[src/hdl/rle_pkg.sv]
// rle_pkg: shared constants and types for the run-length compressor.
// Used by the interfaces, the front end, the entry queue, the back end and the top level.
// No dependencies.
package rle_pkg;

    localparam int OUT_DEPTH  = 65536;
    localparam int WI_W       = 17;
    localparam int ELEM_W     = 16;
    localparam int BYTES_W    = 18;
    localparam int MAX_WR     = 4;
    localparam int CNT_W      = $clog2(MAX_WR + 1);
    localparam int WR_SEL_W   = $clog2(MAX_WR);
    localparam int Q_DEPTH    = 4;
    localparam int Q_PTR_W    = $clog2(Q_DEPTH);
    localparam int Q_CNT_W    = $clog2(Q_DEPTH + 1);

    localparam logic [WI_W-1:0]   WI_MAX     = {WI_W{1'b1}};
    localparam logic [WI_W-1:0]   OVF_LIMIT  = WI_W'(OUT_DEPTH);
    localparam logic [ELEM_W-1:0] SPAN_BYTE  = 16'd128;
    localparam logic [ELEM_W-1:0] SPAN_WORD  = 16'd32768;

    // one buffer write
    typedef struct packed {
        logic [ELEM_W-1:0]  out_index;
        logic [ELEM_W-1:0]  out_value;
        logic               out_last;
        logic [BYTES_W-1:0] out_bytes;
        logic               out_overflow;
    } t_wr;

    // all writes caused by one input element
    typedef struct packed {
        t_wr [MAX_WR-1:0] recs;
        logic [CNT_W-1:0] cnt;
    } t_entry;

    typedef struct packed {
        logic full;
        logic empty;
    } t_q_stat;

endpackage

[src/hdl/rle_fifo.sv]
// rle_fifo: short queue of per-element write groups between front and back end.
// Depends on rle_pkg.
module rle_fifo (
    input  logic               i_clk,
    input  logic               i_rst_n,
    input  logic               i_push,
    input  rle_pkg::t_entry    i_entry,
    input  logic               i_pop,
    output rle_pkg::t_entry    o_entry,
    output rle_pkg::t_q_stat   o_stat
);
    import rle_pkg::*;

    t_entry             r_mem [Q_DEPTH];
    logic [Q_PTR_W-1:0] r_wr_ptr;
    logic [Q_PTR_W-1:0] r_rd_ptr;
    logic [Q_CNT_W-1:0] r_count;

    assign o_entry      = r_mem[r_rd_ptr];
    assign o_stat.full  = (r_count == Q_CNT_W'(Q_DEPTH));
    assign o_stat.empty = (r_count == '0);

    always_ff @(posedge i_clk) begin
        if (i_push) begin
            r_mem[r_wr_ptr] <= i_entry;
        end
    end

    always_ff @(posedge i_clk) begin
        if (!i_rst_n) begin
            r_wr_ptr <= '0;
            r_rd_ptr <= '0;
            r_count  <= '0;
        end else begin
            if (i_push) begin
                r_wr_ptr <= r_wr_ptr + 1'b1;
            end
            if (i_pop) begin
                r_rd_ptr <= r_rd_ptr + 1'b1;
            end
            if (i_push && !i_pop) begin
                r_count <= r_count + 1'b1;
            end else if (!i_push && i_pop) begin
                r_count <= r_count - 1'b1;
            end
        end
    end

endmodule

[config.mk]
export PLATFORM = sky130hd
export DESIGN_NAME = rle_fifo
export DESIGN_NICKNAME = d
export VERILOG_FILES = /design/src/hdl/rle_pkg.sv /design/src/hdl/rle_fifo.sv
export SDC_FILE = /design/constraint.sdc
export NUM_CORES = 1
export LEC_CHECK = 0
export BUFFER_PORTS_ARGS = -buffer_cell sky130_fd_sc_hd__buf_2
export CORE_ASPECT_RATIO = 1.75
export CORE_MARGIN = 2
export CORE_UTILIZATION = 55
export CTS_CLUSTER_SIZE = 30
export DETAILED_ROUTE_END_ITERATION = 12
export GPL_ROUTABILITY_DRIVEN = 0
export PLACE_DENSITY = 0.77
export SLEW_MARGIN = 20
export SYNTH_ARGS = -nofsm -noshare
export SYNTH_HDL_FRONTEND = slang
export SYNTH_SLANG_ARGS = --single-unit
export TNS_END_PERCENT = 20
[constraint.sdc]
create_clock -name i_clk -period 7.35 [get_ports i_clk]
set_input_delay 0.3675 -clock i_clk [delete_from_list [all_inputs] [get_ports i_clk]]
set_output_delay 0.3675 -clock i_clk [all_outputs]
set_load 0.005 [all_outputs]
# After elaboration in Yosys (flattened, before gate mapping)
# Memories as Yosys holds them, arrays and structs flattened. A register that Yosys moved wholly into a read port is not among the register bits.
# Cells that the tools add are included.
classes:
  n_addsub: 4
  n_eq_ne: 1
  n_reduce_logical: 6
  muxes: 6
ops:
  columns: ["operator", "n"]
  rows:
  - ["2-to-1 mux 3 bit", 2]
  - ["adder 2 x 1 -> 2 bit, second input constant", 2]
  - ["2-to-1 mux 2 bit", 2]
  - ["adder 3 x 1 -> 3 bit, second input constant", 1]
  - ["equality test 3 bit, second input constant", 1]
  - ["logical NOT 3 bit", 1]
  - ["subtractor 3 x 1 -> 3 bit, second input constant", 1]
  - ["logical AND 1 bit", 2]
  - ["logical NOT 1 bit", 2]
  - ["2-to-1 mux 1 bit", 2]
  - ["nonzero test 2 bit", 1]
totals:
  mem_bits_rw: 844
  n_memories: 1
  output_inout_bits: 213
  regBits: 7
  inputBits: 215
memory_table:
  columns: ["name", "depth", "width", "rd", "rd_ports_with_merged_regs", "write_ports", "line_no", "source"]
  rows:
  - ["r_mem", 4, 211, 1, 1, 1, "rle_fifo.sv:14", "t_entry r_mem [Q_DEPTH];"]

# Logic depth before layout (Yosys ltp)
logic_depth:
  ltp_word: 4
  depth_mapped: 7
  depth_no_buf: 7

# Least setup slack after synthesis
# Ideal clock, no wire load.
synth_timing:
  path_type: "register -> register"
  from: "register r_wr_ptr[0]"
  to: "memory r_mem[0][0] (netlist name), enable pin"
  path_stages_with_launch: 4
  path_buffers: 0
  t_arrival_ns: 5.336
  setup_ns: 0.597
  synth_period_minus_slack_ns: 5.933
  path_slack_ns: 1.417
  t_required_ns: 6.753
  cell_sequence: "dfxtp_1 > inv_1 > ha_1 > and2_1"
synth_lines:
  columns: ["item", "line_no", "source"]
  rows:
  - ["start, declared", "rle_fifo.sv:15", "logic [Q_PTR_W-1:0] r_wr_ptr;"]
  - ["start signal, assigned", "rle_fifo.sv:36", "r_wr_ptr <= r_wr_ptr + 1'b1;"]
  - ["end, declared", "rle_fifo.sv:14", null]
# No word-level cell before the write port.

==> run summary <==
After synthesis, the most frequently instantiated cells are edfxtp_1 (844), mux4_2 (211), buf_12 (21), buf_2 (19). The antenna violation net count after detailed routing is 0. The flow ran to the end, and the final reports show no timing, DRC or antenna violations. Measured along the x axis, the die boundary spans 184 um. The top fanout value on the critical path is just over 70. The clock input transition at the sequential cells of the worst setup and hold paths is around 0.07 ns. The initial cell density of the core came out at a little under three fifths.

The maximum single-stage delay on the critical path came out at about 0.92 ns. The via count of the first global-routing pass came out at ~16000. The placed cell area is 33700 um2.

The vertical extent of the die is 319 um. The number of synthesized flops with an enable pin came out at approximately 840. The quantity of gates resized following cts is 0.

The final count of pins violating max slew is 0. The actual slew at the worst max-slew pin is around 1.0 ns. The count of boundary I/O pins is 428.

The start-to-end type of the worst setup path is reg -> out. Max-cap violations in this run came to 0. The worst pin sits at a relative slew slack of 30.0%.

The initial antenna violation count came out at 10. Setup violations remaining at the end of the flow were counted as 0. The sequential-to-total area share from yosys stat came out at approximately 80%. The number of H-tree levels is 3. The count of buffers from port buffering is 427. In the synthesized netlist the async set-or-reset flop fraction comes to 0%. The worst setup path is captured at a primary output. The area enclosed by the die boundary is between 50000 and 60000 um2.

The source-to-sink clock delay at the later pin of the worst-skew pair is approximately 0.6 ns. The total routing usage reported by global routing is between 20% and 30%. The number of nets at the end of the flow came out at between 2000 and 2500. The sink count of the clock tree is 853. The minimum setup slack after placement came out at about 4.5 ns. The area added between synthesis and finish came out at 22.3%.

The maximum clock insertion buffer count came out at 3. STA classifies the critical path startpoint as a flip-flop. The path class of the tightest hold or removal check is in -> reg.

The top cell type by area accounts for about four fifths of the synthesized area. The post-route fraction of the period consumed by the critical path is around 46%. The maximum number of pins on one net before global-route repair came out at around 100. Setup repair after global routing left no endpoint under its margin. The worst path meets setup with between 3 and 4 ns of slack. The final-report hold violation count came to 0. For the worst setup path, the data arrival time is 3.00 ns. Cells fill between 60% and 70% of the core in the end.

The number of standard-cell rows in the floorplan is approximately 120. The post-route cell area came out at roughly 38000 um2. The number of unique standard cell types used by synthesis is 23. The warning count from the yosys run came out at 0. Clock skew on the completed layout was measured at around 0.015 ns. The post-route non-filler standard cell count is about 2600. edfxtp_1 takes more of the synthesized area than any other cell. The fraction of final layout cells with drive strength greater than 1 came out at between 40% and 50%. The number of optimization iterations in the first detailed-route pass came out at 5. The detailed-route DRC error count is 0. The total overflow left after global routing is 0.

In the post-synthesis netlist, the biggest area contributors are edfxtp_1 (81%), mux4_2 (15%), buf_12 (1.4%). For this run, the leading register cell type out of synthesis is edfxtp_1. The number of buffers created by CTS came out at 72. The TritonCTS clock tree is done. The timing-limited maximum frequency is between 200 and 300 MHz. The average wire per cell in the routed design is 25.4 um. The accumulated negative setup slack came out at 0 ns. Counting tap cells, the placed design contains a total of between 2000 and 2500 instances.

The largest individual stage delay along the critical path comes from the cell buf_4. The post-synth design cell area came out at around 31000 um2. Counting both buffers and inverters, the worst setup path holds a total of 2. On the critical path the largest part of the delay comes from buffers and inverters.

The mean area per synthesized cell came out at about 27 um2. After synthesis the netlist holds a flip-flop and latch count of about 850. For the worst setup path, the data required time is about 7.0 ns. The worst voltage drop across the vdd grid is 239 uV. The detailed router finished its first iteration with about 1100 violations. After detailed routing, the total wire length is 65500 um. The routed via count came out at around 15000.

The analysis attributes to cell leakage a power of approximately 13 nW. Synthesis produced a netlist whose cell count is ~1100. The power density of the placed cells is ~270 nW/um2. The first global-routing pass estimated between 90000 and 100000 um of wire. In this run the standard cell core region covers approximately 56000 um2. CTS placed an instance of clkbuf_16 at the clock tree root. The critical path goes through buf_4 > mux4_2 > buf_2. The number of nets in the synthesized netlist is 1366.

The most common cell in the synthesized netlist is edfxtp_1. The average via count per standard cell is 5.78. Detailed placement ended at an HPWL of roughly 36000 um. The minimum period implied by the final worst setup slack is around 3.4 ns.
## metal layers
layer	share of wire, %	track usage, %
met1	35	27.1
met2	53	38.9
met3	7.5	5.38
met4	4.0	10.1
met5	0.12	0
## sequential cells by signal, summed over array words and instances, names as in the netlist, named ones only
register,flops
r_wr_ptr,2
r_count,3
r_rd_ptr,2
r_mem,844
## worst reg2reg max path, delay by kind of cell, from the launching register on
family                   cells  cell delay (ns)
buffers and inverters        1             0.93
AND/OR/NAND/NOR              1             0.75
adder cells (fa/ha/maj)      1             0.17
flip-flops                   1             0.40
## power by group
group / internal (mW) / switching [mW]
Sequential: 5.59 / 0.0761
Clock: 1.99 / 1.63
Combinational: 0.515 / 0.517
Total: 8.10 / 2.22
## final timing paths
check              start       endpoint  slack, ns  cells after the start
max            flip-flop   o_entry[160]       3.98                      3
min              i_rst_n      flip-flop       0.08                      2
max reg2reg  r_wr_ptr[0]  r_mem[3][129]       4.64                      3
min reg2reg   r_count[2]     r_count[2]       0.52                      2
## layout make-up
cell class | instances | area [um2]
Timing Repair Buffer | 653 | 4410
Clock buffer | 89 | 1910
Tap cell | 702 | 878
Clock inverter | 31 | 273
Fill cell | 3354 | 18100
Sequential cell | 853 | 25500
Antenna cell | 4 | 10.0
Inverter | 4 | 15.0
Multi-Input combinational cell | 241 | 5010
## placed cells by master (no fill, tap or decap), types with 3 or more instances in the layout
| master | count |
|---|---|
| and2_1 | 5 |
| and2_4 | 4 |
| buf_12 | 4 |
| buf_2 | 427 |
| buf_4 | 11 |
| bufinv_16 | 4 |
| clkbuf_1 | 15 |
| clkbuf_16 | 74 |
| clkinv_1 | 12 |
| clkinv_2 | 8 |
| dfxtp_1 | 7 |
| diode_2 | 4 |
| dlygate4sd3_1 | 211 |
| edfxtp_1 | 844 |
| ha_1 | 5 |
| inv_1 | 4 |
| inv_6 | 5 |
| mux4_2 | 211 |
| xor2_1 | 3 |
## what timing repair did
item                                   4_1_cts  5_1_grt
endpoints found under the hold margin      844        0
hold buffers                               211        0
setup buffers                                0        0
## cell families after synthesis
logic type                 share of synthesized area [%]
muxes                                               15.3
adders and majority gates                          0.266
buffers and inverters                               1.84
and+or+nand+nor                                    0.294
AOI/OAI and AO/OA                                 0.0402
DFF                                                 82.1
xor gates and xnor gates                           0.141
## per-stage QoR
stage | power [mW] | hold WS, ns
after floorplan | 6.34 | 0.466
after global placement | 6.66 | 0.486
after detailed placement | 6.70 | 0.509
after CTS | 10.4 | 0.0343
after global routing | 10.7 | 0.0664
final | 10.3 | 0.0813
(Power assumes the default switching activity.)
