`src/hdl/rle_pkg.sv`:
```
// rle_pkg: shared constants and types for the run-length compressor.
// Used by the interfaces, the front end, the entry queue, the back end and the top level.
// No dependencies.
package rle_pkg;

    localparam int OUT_DEPTH  = 65536;
    localparam int WI_W       = 17;
    localparam int ELEM_W     = 16;
    localparam int BYTES_W    = 18;
    localparam int MAX_WR     = 4;
    localparam int CNT_W      = $clog2(MAX_WR + 1);
    localparam int WR_SEL_W   = $clog2(MAX_WR);
    localparam int Q_DEPTH    = 4;
    localparam int Q_PTR_W    = $clog2(Q_DEPTH);
    localparam int Q_CNT_W    = $clog2(Q_DEPTH + 1);

    localparam logic [WI_W-1:0]   WI_MAX     = {WI_W{1'b1}};
    localparam logic [WI_W-1:0]   OVF_LIMIT  = WI_W'(OUT_DEPTH);
    localparam logic [ELEM_W-1:0] SPAN_BYTE  = 16'd128;
    localparam logic [ELEM_W-1:0] SPAN_WORD  = 16'd32768;

    // one buffer write
    typedef struct packed {
        logic [ELEM_W-1:0]  out_index;
        logic [ELEM_W-1:0]  out_value;
        logic               out_last;
        logic [BYTES_W-1:0] out_bytes;
        logic               out_overflow;
    } t_wr;

    // all writes caused by one input element
    typedef struct packed {
        t_wr [MAX_WR-1:0] recs;
        logic [CNT_W-1:0] cnt;
    } t_entry;

    typedef struct packed {
        logic full;
        logic empty;
    } t_q_stat;

endpackage

```
`src/hdl/rle_if.sv`:
```


interface rle_out_if;
    import rle_pkg::*;

    logic                     valid;
    logic                     ready;
    logic        [ELEM_W-1:0] out_index;
    logic signed [ELEM_W-1:0] out_value;
    logic                     out_last;
    logic       [BYTES_W-1:0] out_bytes;
    logic                     out_overflow;

    modport source (output valid, output out_index, output out_value, output out_last,
                    output out_bytes, output out_overflow, input ready);
    modport sink   (input valid, input out_index, input out_value, input out_last,
                    input out_bytes, input out_overflow, output ready);
endinterface

```
`src/hdl/rle_back.sv`:
```
// rle_back: unpacks queued write groups and drives one buffer write per transfer.
// Depends on rle_pkg and rle_out_if.
module rle_back (
    input  logic               i_clk,
    input  logic               i_rst_n,
    input  rle_pkg::t_entry    i_entry,
    input  logic               i_q_empty,
    output logic               o_pop,
    rle_out_if.source          o_out
);
    import rle_pkg::*;

    t_entry              r_ent;
    logic [WR_SEL_W-1:0] r_pos;
    logic                r_busy;
    t_wr                 r_out;
    logic                r_out_valid;
    logic                can_load;
    logic                adv;
    logic                last_of;
    logic                fetch;

    assign can_load = !r_out_valid || o_out.ready;
    assign adv      = r_busy && can_load;
    assign last_of  = ({1'b0, r_pos} + 1'b1) == r_ent.cnt;
    assign fetch    = !r_busy || (adv && last_of);
    assign o_pop    = fetch && !i_q_empty;

    assign o_out.valid        = r_out_valid;
    assign o_out.out_index    = r_out.out_index;
    assign o_out.out_value    = r_out.out_value;
    assign o_out.out_last     = r_out.out_last;
    assign o_out.out_bytes    = r_out.out_bytes;
    assign o_out.out_overflow = r_out.out_overflow;

    always_ff @(posedge i_clk) begin
        if (adv) begin
            r_out <= r_ent.recs[r_pos];
        end
        if (o_pop) begin
            r_ent <= i_entry;
        end
    end

    always_ff @(posedge i_clk) begin
        if (!i_rst_n) begin
            r_out_valid <= 1'b0;
            r_busy      <= 1'b0;
            r_pos       <= '0;
        end else begin
            if (adv) begin
                r_out_valid <= 1'b1;
            end else if (o_out.ready) begin
                r_out_valid <= 1'b0;
            end
            if (fetch) begin
                r_busy <= !i_q_empty;
                r_pos  <= '0;
            end else if (adv) begin
                r_pos <= r_pos + 1'b1;
            end
        end
    end

endmodule

```
`src/flat_wrapper.sv`:
```
// flat-port wrapper written by rule: the top's interface ports become plain ports
module rle_back_flat import rle_pkg::*;
  (i_clk, i_rst_n, i_entry, i_q_empty, o_pop, o_out_valid, o_out_out_index, o_out_out_value, o_out_out_last, o_out_out_bytes, o_out_out_overflow, o_out_ready);
  rle_out_if o_out_i ();
  input  logic i_clk;
  input  logic i_rst_n;
  input  rle_pkg::t_entry i_entry;
  input  logic i_q_empty;
  output logic o_pop;
  output wire logic [$bits(o_out_i.valid)-1:0] o_out_valid;
  output wire logic [$bits(o_out_i.out_index)-1:0] o_out_out_index;
  output wire logic [$bits(o_out_i.out_value)-1:0] o_out_out_value;
  output wire logic [$bits(o_out_i.out_last)-1:0] o_out_out_last;
  output wire logic [$bits(o_out_i.out_bytes)-1:0] o_out_out_bytes;
  output wire logic [$bits(o_out_i.out_overflow)-1:0] o_out_out_overflow;
  input wire logic [$bits(o_out_i.ready)-1:0] o_out_ready;
  assign o_out_valid = o_out_i.valid;
  assign o_out_out_index = o_out_i.out_index;
  assign o_out_out_value = o_out_i.out_value;
  assign o_out_out_last = o_out_i.out_last;
  assign o_out_out_bytes = o_out_i.out_bytes;
  assign o_out_out_overflow = o_out_i.out_overflow;
  assign o_out_i.ready = o_out_ready;
  rle_back u_core (.i_clk(i_clk), .i_rst_n(i_rst_n), .i_entry(i_entry), .i_q_empty(i_q_empty), .o_pop(o_pop), .o_out(o_out_i));
endmodule
```
`config.mk`:
```
export PLATFORM = sky130hd
export DESIGN_NAME = rle_back_flat
export DESIGN_NICKNAME = d
export VERILOG_FILES = /design/src/hdl/rle_pkg.sv /design/src/hdl/rle_if.sv /design/src/hdl/rle_back.sv /design/src/flat_wrapper.sv
export SDC_FILE = /design/constraint.sdc
export NUM_CORES = 1
export LEC_CHECK = 0
export ABC_AREA = 1
export BUFFER_PORTS_ARGS = -buffer_cell sky130_fd_sc_hd__buf_2
export CAP_MARGIN = 20
export CELL_PAD_IN_SITES_DETAIL_PLACEMENT = 1
export CELL_PAD_IN_SITES_GLOBAL_PLACEMENT = 1
export CORE_MARGIN = 2
export CORE_UTILIZATION = 45
export CTS_BUF_LIST = sky130_fd_sc_hd__clkbuf_8
export DETAILED_ROUTE_END_ITERATION = 10
export PLACE_DENSITY = 0.84
export SLEW_MARGIN = 30
export SYNTH_ARGS = -nofsm -noshare
export SYNTH_HDL_FRONTEND = slang
export SYNTH_SLANG_ARGS = --single-unit
```
`constraint.sdc`:
```
create_clock -name i_clk -period 16.04 [get_ports i_clk]
set_input_delay 1.604 -clock i_clk [delete_from_list [all_inputs] [get_ports i_clk]]
set_output_delay 1.604 -clock i_clk [all_outputs]
set_load 0.02 [all_outputs]
```
; Word-level counts from Yosys, hierarchy flattened
; Cells that the tools add are included.
[word_totals]
word_cells = 48
reg_bits = 267
in_bits = 215
out_inout_bits = 54
[op_classes]
magnitude_cmp = 1
eq_ne = 1
bitwise_logic = 1
n_addsub = 2
reduce_logical = 10
muxes = 4
[op_table]
columns = operator, count
row1 = 52-bit binary-select mux with 2-bit select, 1
row2 = 52-bit two-way mux, 1
row3 = 2-bit by 1-bit adder with 3-bit output (second input constant), 1
row4 = 3-bit equality test, 1
row5 = 1-bit logical AND, 3
row6 = 1-bit zero test, 3
row7 = 2-bit by 3-bit < comparator with 1-bit output (second input constant), 1
row8 = 2-bit by 1-bit adder with 2-bit output (second input constant), 1
row9 = 1-bit logical OR, 2
row10 = 1-bit two-way mux, 2
row11 = 2-bit nonzero test, 1
row12 = 2-bit OR reduction, 1
row13 = 1-bit NOT, 1

; Depth between registers and ports, before layout
[logic_depth]
depth_word = 6
mapped_depth = 8
mapped_depth_nobuf = 8

; Least setup slack after synthesis
; No wires, ideal clock.
[synth_timing]
path_type = input port to output port
start = in o_out_ready
end = out o_pop
setup_slack_ps = 1988
path_buffers = 0
path_stages = 6
arrival_ps = 12448
t_required_ps = 14436
cell_sequence = inv_1 > nand2_1 > nand2_1 > nor2_1 > nand2_2 > a21oi_1
[synth_between]
elab_chain_len = 5
[synth_rtl]
columns = item, line
row1 = "start, declared", flat_wrapper.sv:16  ; input wire logic [$bits(o_out_i.ready)-1:0] o_out_ready;
row2 = 1-bit logical OR, rle_back.sv:23  ; assign can_load = !r_out_valid || o_out.ready;
row3 = 1-bit logical AND, rle_back.sv:24  ; assign adv = r_busy && can_load;
row4 = 1-bit logical AND, rle_back.sv:26  ; assign fetch = !r_busy || (adv && last_of);
row5 = 1-bit logical OR, rle_back.sv:26
row6 = 1-bit logical AND, rle_back.sv:27  ; assign o_pop = fetch && !i_q_empty;
row7 = "end, declared", flat_wrapper.sv:9  ; output logic o_pop;
; No other way between the ends.

; Worst setup path after layout
; Ends and elaborated chain as after synthesis.

==> impl_results.html <==
<table>
<tr><th>Metric</th><th>Value</th></tr>
<tr><th colspan="2">Synth</th></tr>
<tr><td>Largest cells by area after synthesis</td><td>edfxtp_1 76%, o22ai_2 6.0%, nor2_4 5.4%</td></tr>
<tr><td>Sequential element share of the synthesized area</td><td>77.1%</td></tr>
<tr><td>Ys Warns</td><td>0</td></tr>
<tr><td>Syn Nets</td><td>813</td></tr>
<tr><td>Area of the mapped netlist</td><td>10,400 um2</td></tr>
<tr><td>Library cells used by synthesis</td><td>23</td></tr>
<tr><td>Yosys top cell by area</td><td>edfxtp_1</td></tr>
<tr><td>Synthesis-stage register bit count</td><td>267</td></tr>
<tr><td>Area share of the leading cell type in the synthesized netlist</td><td>76.3%</td></tr>
<tr><td>Post-synthesis cell count</td><td>597</td></tr>
<tr><td>Per-instance average area after synthesis</td><td>17.3 um2</td></tr>
<tr><th colspan="2">STA</th></tr>
<tr><td>Final cycle utilization of the critical path</td><td>26.1%</td></tr>
<tr><td>Setup TNS after final layout</td><td>0 ns</td></tr>
<tr><td>RSZ-0062 raised after global routing</td><td>false</td></tr>
<tr><td>Slew at the pin closest to its max-slew limit</td><td>0.939 ns</td></tr>
<tr><td>Final Max Slew Viols</td><td>0</td></tr>
<tr><td>Fmax</td><td>239 MHz</td></tr>
<tr><td>Clk_skew</td><td>0.0215 ns</td></tr>
<tr><td>Final number of setup-violating endpoints</td><td>0</td></tr>
<tr><td>Relative max-transition margin</td><td>37.4%</td></tr>
<tr><td>Min Clock Period, post-route</td><td>4.19 ns</td></tr>
<tr><td>Endpoints failing hold</td><td>0</td></tr>
<tr><th colspan="2">Route</th></tr>
<tr><td>Pre-Repair DR Iteration Count</td><td>4</td></tr>
<tr><td>Highest routing layer actually used</td><td>met4</td></tr>
<tr><td>1st-iter DRT viols</td><td>331</td></tr>
<tr><td>Routed wire per std cell</td><td>20.8 um</td></tr>
<tr><td>Mean number of vias per cell</td><td>5.12</td></tr>
<tr><td>Detailed-route DRC error count</td><td>0</td></tr>
<tr><td>Total length of routed met2 wires</td><td>13,000 um</td></tr>
<tr><td>WL final</td><td>25,300 um</td></tr>
<tr><td>Routed met1 length</td><td>10,000 um</td></tr>
<tr><td>Routed length on met3</td><td>1440 um</td></tr>
<tr><td>Antenna-violating nets left</td><td>0</td></tr>
<tr><td>Via count</td><td>6,211</td></tr>
<tr><th colspan="2">CTS</th></tr>
<tr><td>Clock sinks</td><td>267</td></tr>
<tr><td>Number of buffers inserted during clock tree synthesis</td><td>45</td></tr>
<tr><td>Clock edge transition at the registers on the reported setup and hold paths</td><td>0.06 ns</td></tr>
<tr><td>Maximum buffer depth of the clock tree</td><td>3</td></tr>
<tr><td>Root buf cell</td><td>clkbuf_8</td></tr>
<tr><td>Max H-tree Level</td><td>2</td></tr>
<tr><td>Count of buffers added by post-CTS timing repair for setup</td><td>0</td></tr>
<tr><td>Clock tree from TritonCTS</td><td>done</td></tr>
<tr><td>Number of buffers added to fix hold violations after cts</td><td>0</td></tr>
<tr><td>Cts repair resizes</td><td>0</td></tr>
<tr><td>Clock latency reported for the late side of the worst-skew pair</td><td>0.54 ns</td></tr>
<tr><th colspan="2">GRT</th></tr>
<tr><td>Overall fraction of global-route tracks in use</td><td>20.5%</td></tr>
<tr><td>Largest net degree at the start of global routing</td><td>77</td></tr>
<tr><td>Remaining global-route overflow</td><td>0</td></tr>
<tr><td>Wire length of the first global-routing pass</td><td>37,200 um</td></tr>
<tr><td>Via count of the first global-routing pass</td><td>6,703</td></tr>
<tr><td>Antenna violations before repair</td><td>7</td></tr>
<tr><th colspan="2">Min path</th></tr>
<tr><td>Worst Hold Class</td><td>reg -&gt; reg</td></tr>
<tr><th colspan="2">Flow run</th></tr>
<tr><td>Number of maximum-capacitance constraint violations</td><td>0</td></tr>
<tr><th colspan="2">Final layout</th></tr>
<tr><td>Layout-stage area growth over the synthesis result</td><td>22.2%</td></tr>
<tr><td># nets final</td><td>1,102</td></tr>
<tr><td>Commonest cells after routing, fill and taps aside</td><td>268 x buf_2, 263 x edfxtp_1, 103 x o21ai_0</td></tr>
<tr><td>Leading cell type in the layout, fill and taps excluded</td><td>buf_2</td></tr>
<tr><td>Count of fill cells added during filler insertion</td><td>2,248</td></tr>
<tr><td>Layout cell share with drive strength beyond 1</td><td>47.5%</td></tr>
<tr><td>Non-filler instance count after layout</td><td>1,212</td></tr>
<tr><th colspan="2">Floorplanning</th></tr>
<tr><td>Initial core utilization</td><td>45.7%</td></tr>
<tr><td>Horiz. Die Dim</td><td>156 um</td></tr>
<tr><td>CORE AREA</td><td>22,600 um2</td></tr>
<tr><td>Top Ports</td><td>269</td></tr>
<tr><td>Floorplan die area</td><td>24,200 um2</td></tr>
<tr><td>Overall die height</td><td>156 um</td></tr>
<tr><td>Total number of placement rows</td><td>55</td></tr>
<tr><th colspan="2">Status</th></tr>
<tr><td>Outcome</td><td>finished, final reports clean</td></tr>
<tr><th colspan="2">Placement</th></tr>
<tr><td>Routability-driven placement congestion ratio</td><td>0.759</td></tr>
<tr><td># placed instances</td><td>1,124</td></tr>
<tr><td>DPL Wire Length</td><td>16,600 um</td></tr>
<tr><td>Count of port buffers added during placement</td><td>268</td></tr>
<tr><th colspan="2">Critical path</th></tr>
<tr><td>Worst path required time</td><td>14.44 ns</td></tr>
<tr><td>Peak fanout along the critical path</td><td>6</td></tr>
<tr><td>Sequence of cells on the critical path</td><td>buf_2, inv_1, nand2_1, nand2_1, nor2_1, nand2_2, a21oi_4, buf_2</td></tr>
<tr><td>Crit path launch type</td><td>input port</td></tr>
<tr><td>CP delay by family, top</td><td>simple AND/OR/NAND/NOR gates</td></tr>
<tr><td>Crit path largest cell delay</td><td>0.20 ns</td></tr>
<tr><td>WS Path Type</td><td>in -&gt; out</td></tr>
<tr><td>Critical-path cell with the highest stage delay</td><td>a21oi_4</td></tr>
<tr><td>Crit. End Element</td><td>output pin</td></tr>
<tr><td>Crit path buffers/inverters</td><td>3</td></tr>
<tr><td>Data arrival time of the critical path</td><td>2.58 ns</td></tr>
<tr><th colspan="2">Power and ir drop</th></tr>
<tr><td>Worst IR Drop VDD</td><td>0.0686 mV</td></tr>
<tr><td>Pwr per Cell Area</td><td>119 nW/um2</td></tr>
<tr><td>Static Leak</td><td>4.74 nW</td></tr>
<tr><td>Overall power</td><td>1.51 mW</td></tr>
</table>
[registers in the layout, summed over array words and instances, names as in the netlist]
name and count:
u_core.o_out.out_index 16, u_core.o_out.out_bytes 18, u_core.o_out.out_overflow 1, u_core.o_out.out_last 1, u_core.r_ent 211, u_core.r_busy 1, u_core.o_out.valid 1, u_core.o_out.out_value 16
u_core.r_pos 2
[worst reg2reg max path, cell delays in order, from the launching register on]
cell	delay, ns
dfxtp_4	0.61
inv_6	0.35
nand2_1	0.23
nand2_1	0.06
nor2_1	0.11
nand2_2	0.09
a21oi_4	0.20
buf_4	0.70
buf_4	0.86
[power breakdown]
part           internal [mW]  switching, mW
logic                 0.0456         0.0834
clock network          0.270          0.261
registers              0.829         0.0192
[final cells by class]
type | count | area [um2] | area share (%)
Clock inverter | 34 | 136 | 1.08
Multi-Input combinational cell | 285 | 2060 | 16.3
Clock buffer | 47 | 647 | 5.11
Inverter | 12 | 51.3 | 0.406
Antenna cell | 7 | 17.5 | 0.139
Tap cell | 285 | 357 | 2.82
Sequential cell | 267 | 7980 | 63.1
Timing Repair Buffer | 275 | 1400 | 11.1
[kinds of logic (layout without fill, tap and decap cells)]
family          after synthesis  count (layout)  synth area share (%)
other cells                   0               7                     0
simple gates                124             124                  8.23
compound gates              159             159                  11.3
fa+ha+maj                     1               1                 0.121
buf+inv                      45             368                  3.18
flops                       267             267                  77.1
xor+xnor                      1               1                0.0846
[synth_stat cells]
| cell type | n |
|---|---|
| nand2_1 | 13 |
| xor2_1 | 1 |
| buf_12 | 6 |
| nand3_2 | 1 |
| o22ai_2 | 50 |
| ha_1 | 1 |
| dlymetal6s2s_1 | 5 |
| a21oi_1 | 2 |
| nor2_4 | 50 |
| buf_2 | 11 |
| nor2_1 | 58 |
| nand2_2 | 1 |
| inv_2 | 2 |
| o21ai_1 | 2 |
| inv_1 | 9 |
| dfxtp_1 | 4 |
| clkbuf_1 | 10 |
| clkinv_2 | 1 |
| o21ai_0 | 103 |
| or2_2 | 1 |
| o22ai_1 | 2 |
| buf_4 | 1 |
| edfxtp_1 | 263 |
[per-stage QoR]
stage / setup slack, ns / instance area (um2) / hold WS [ns] / util (%)
5_1_grt: 11.70 / 12600 / 0.543 / 55.8
2_1_floorplan: 1.99 / 10400 / 0.467 / -
3_5_place_dp: 11.54 / 11800 / 0.501 / 52.3
4_1_cts: 11.80 / 12600 / 0.511 / 55.8
6_report: 11.85 / 12600 / 0.501 / 55.9
3_3_place_gp: 11.60 / 11800 / 0.482 / 52.3
[per-layer routing]
metal  global-route usage [%]  vias up
li1                         -     2850
met1                     25.7     3052
met2                     34.5      252
met3                     4.36       57
met4                     8.87        0
met5                        0        -
[final timing paths]
check | end | depth (start not counted) | slack [ns] | from
max | o_pop | 8 | 11.85 | o_out_ready
min | u_core.o_out.valid | 2 | 0.50 | u_core.o_out.valid
min reg2reg | u_core.o_out.valid | 2 | 0.50 | u_core.o_out.valid
max reg2reg | u_core.r_ent[199] | 8 | 12.39 | u_core.r_pos[0]
No activity file was read; power rests on OpenSTA's default activity.
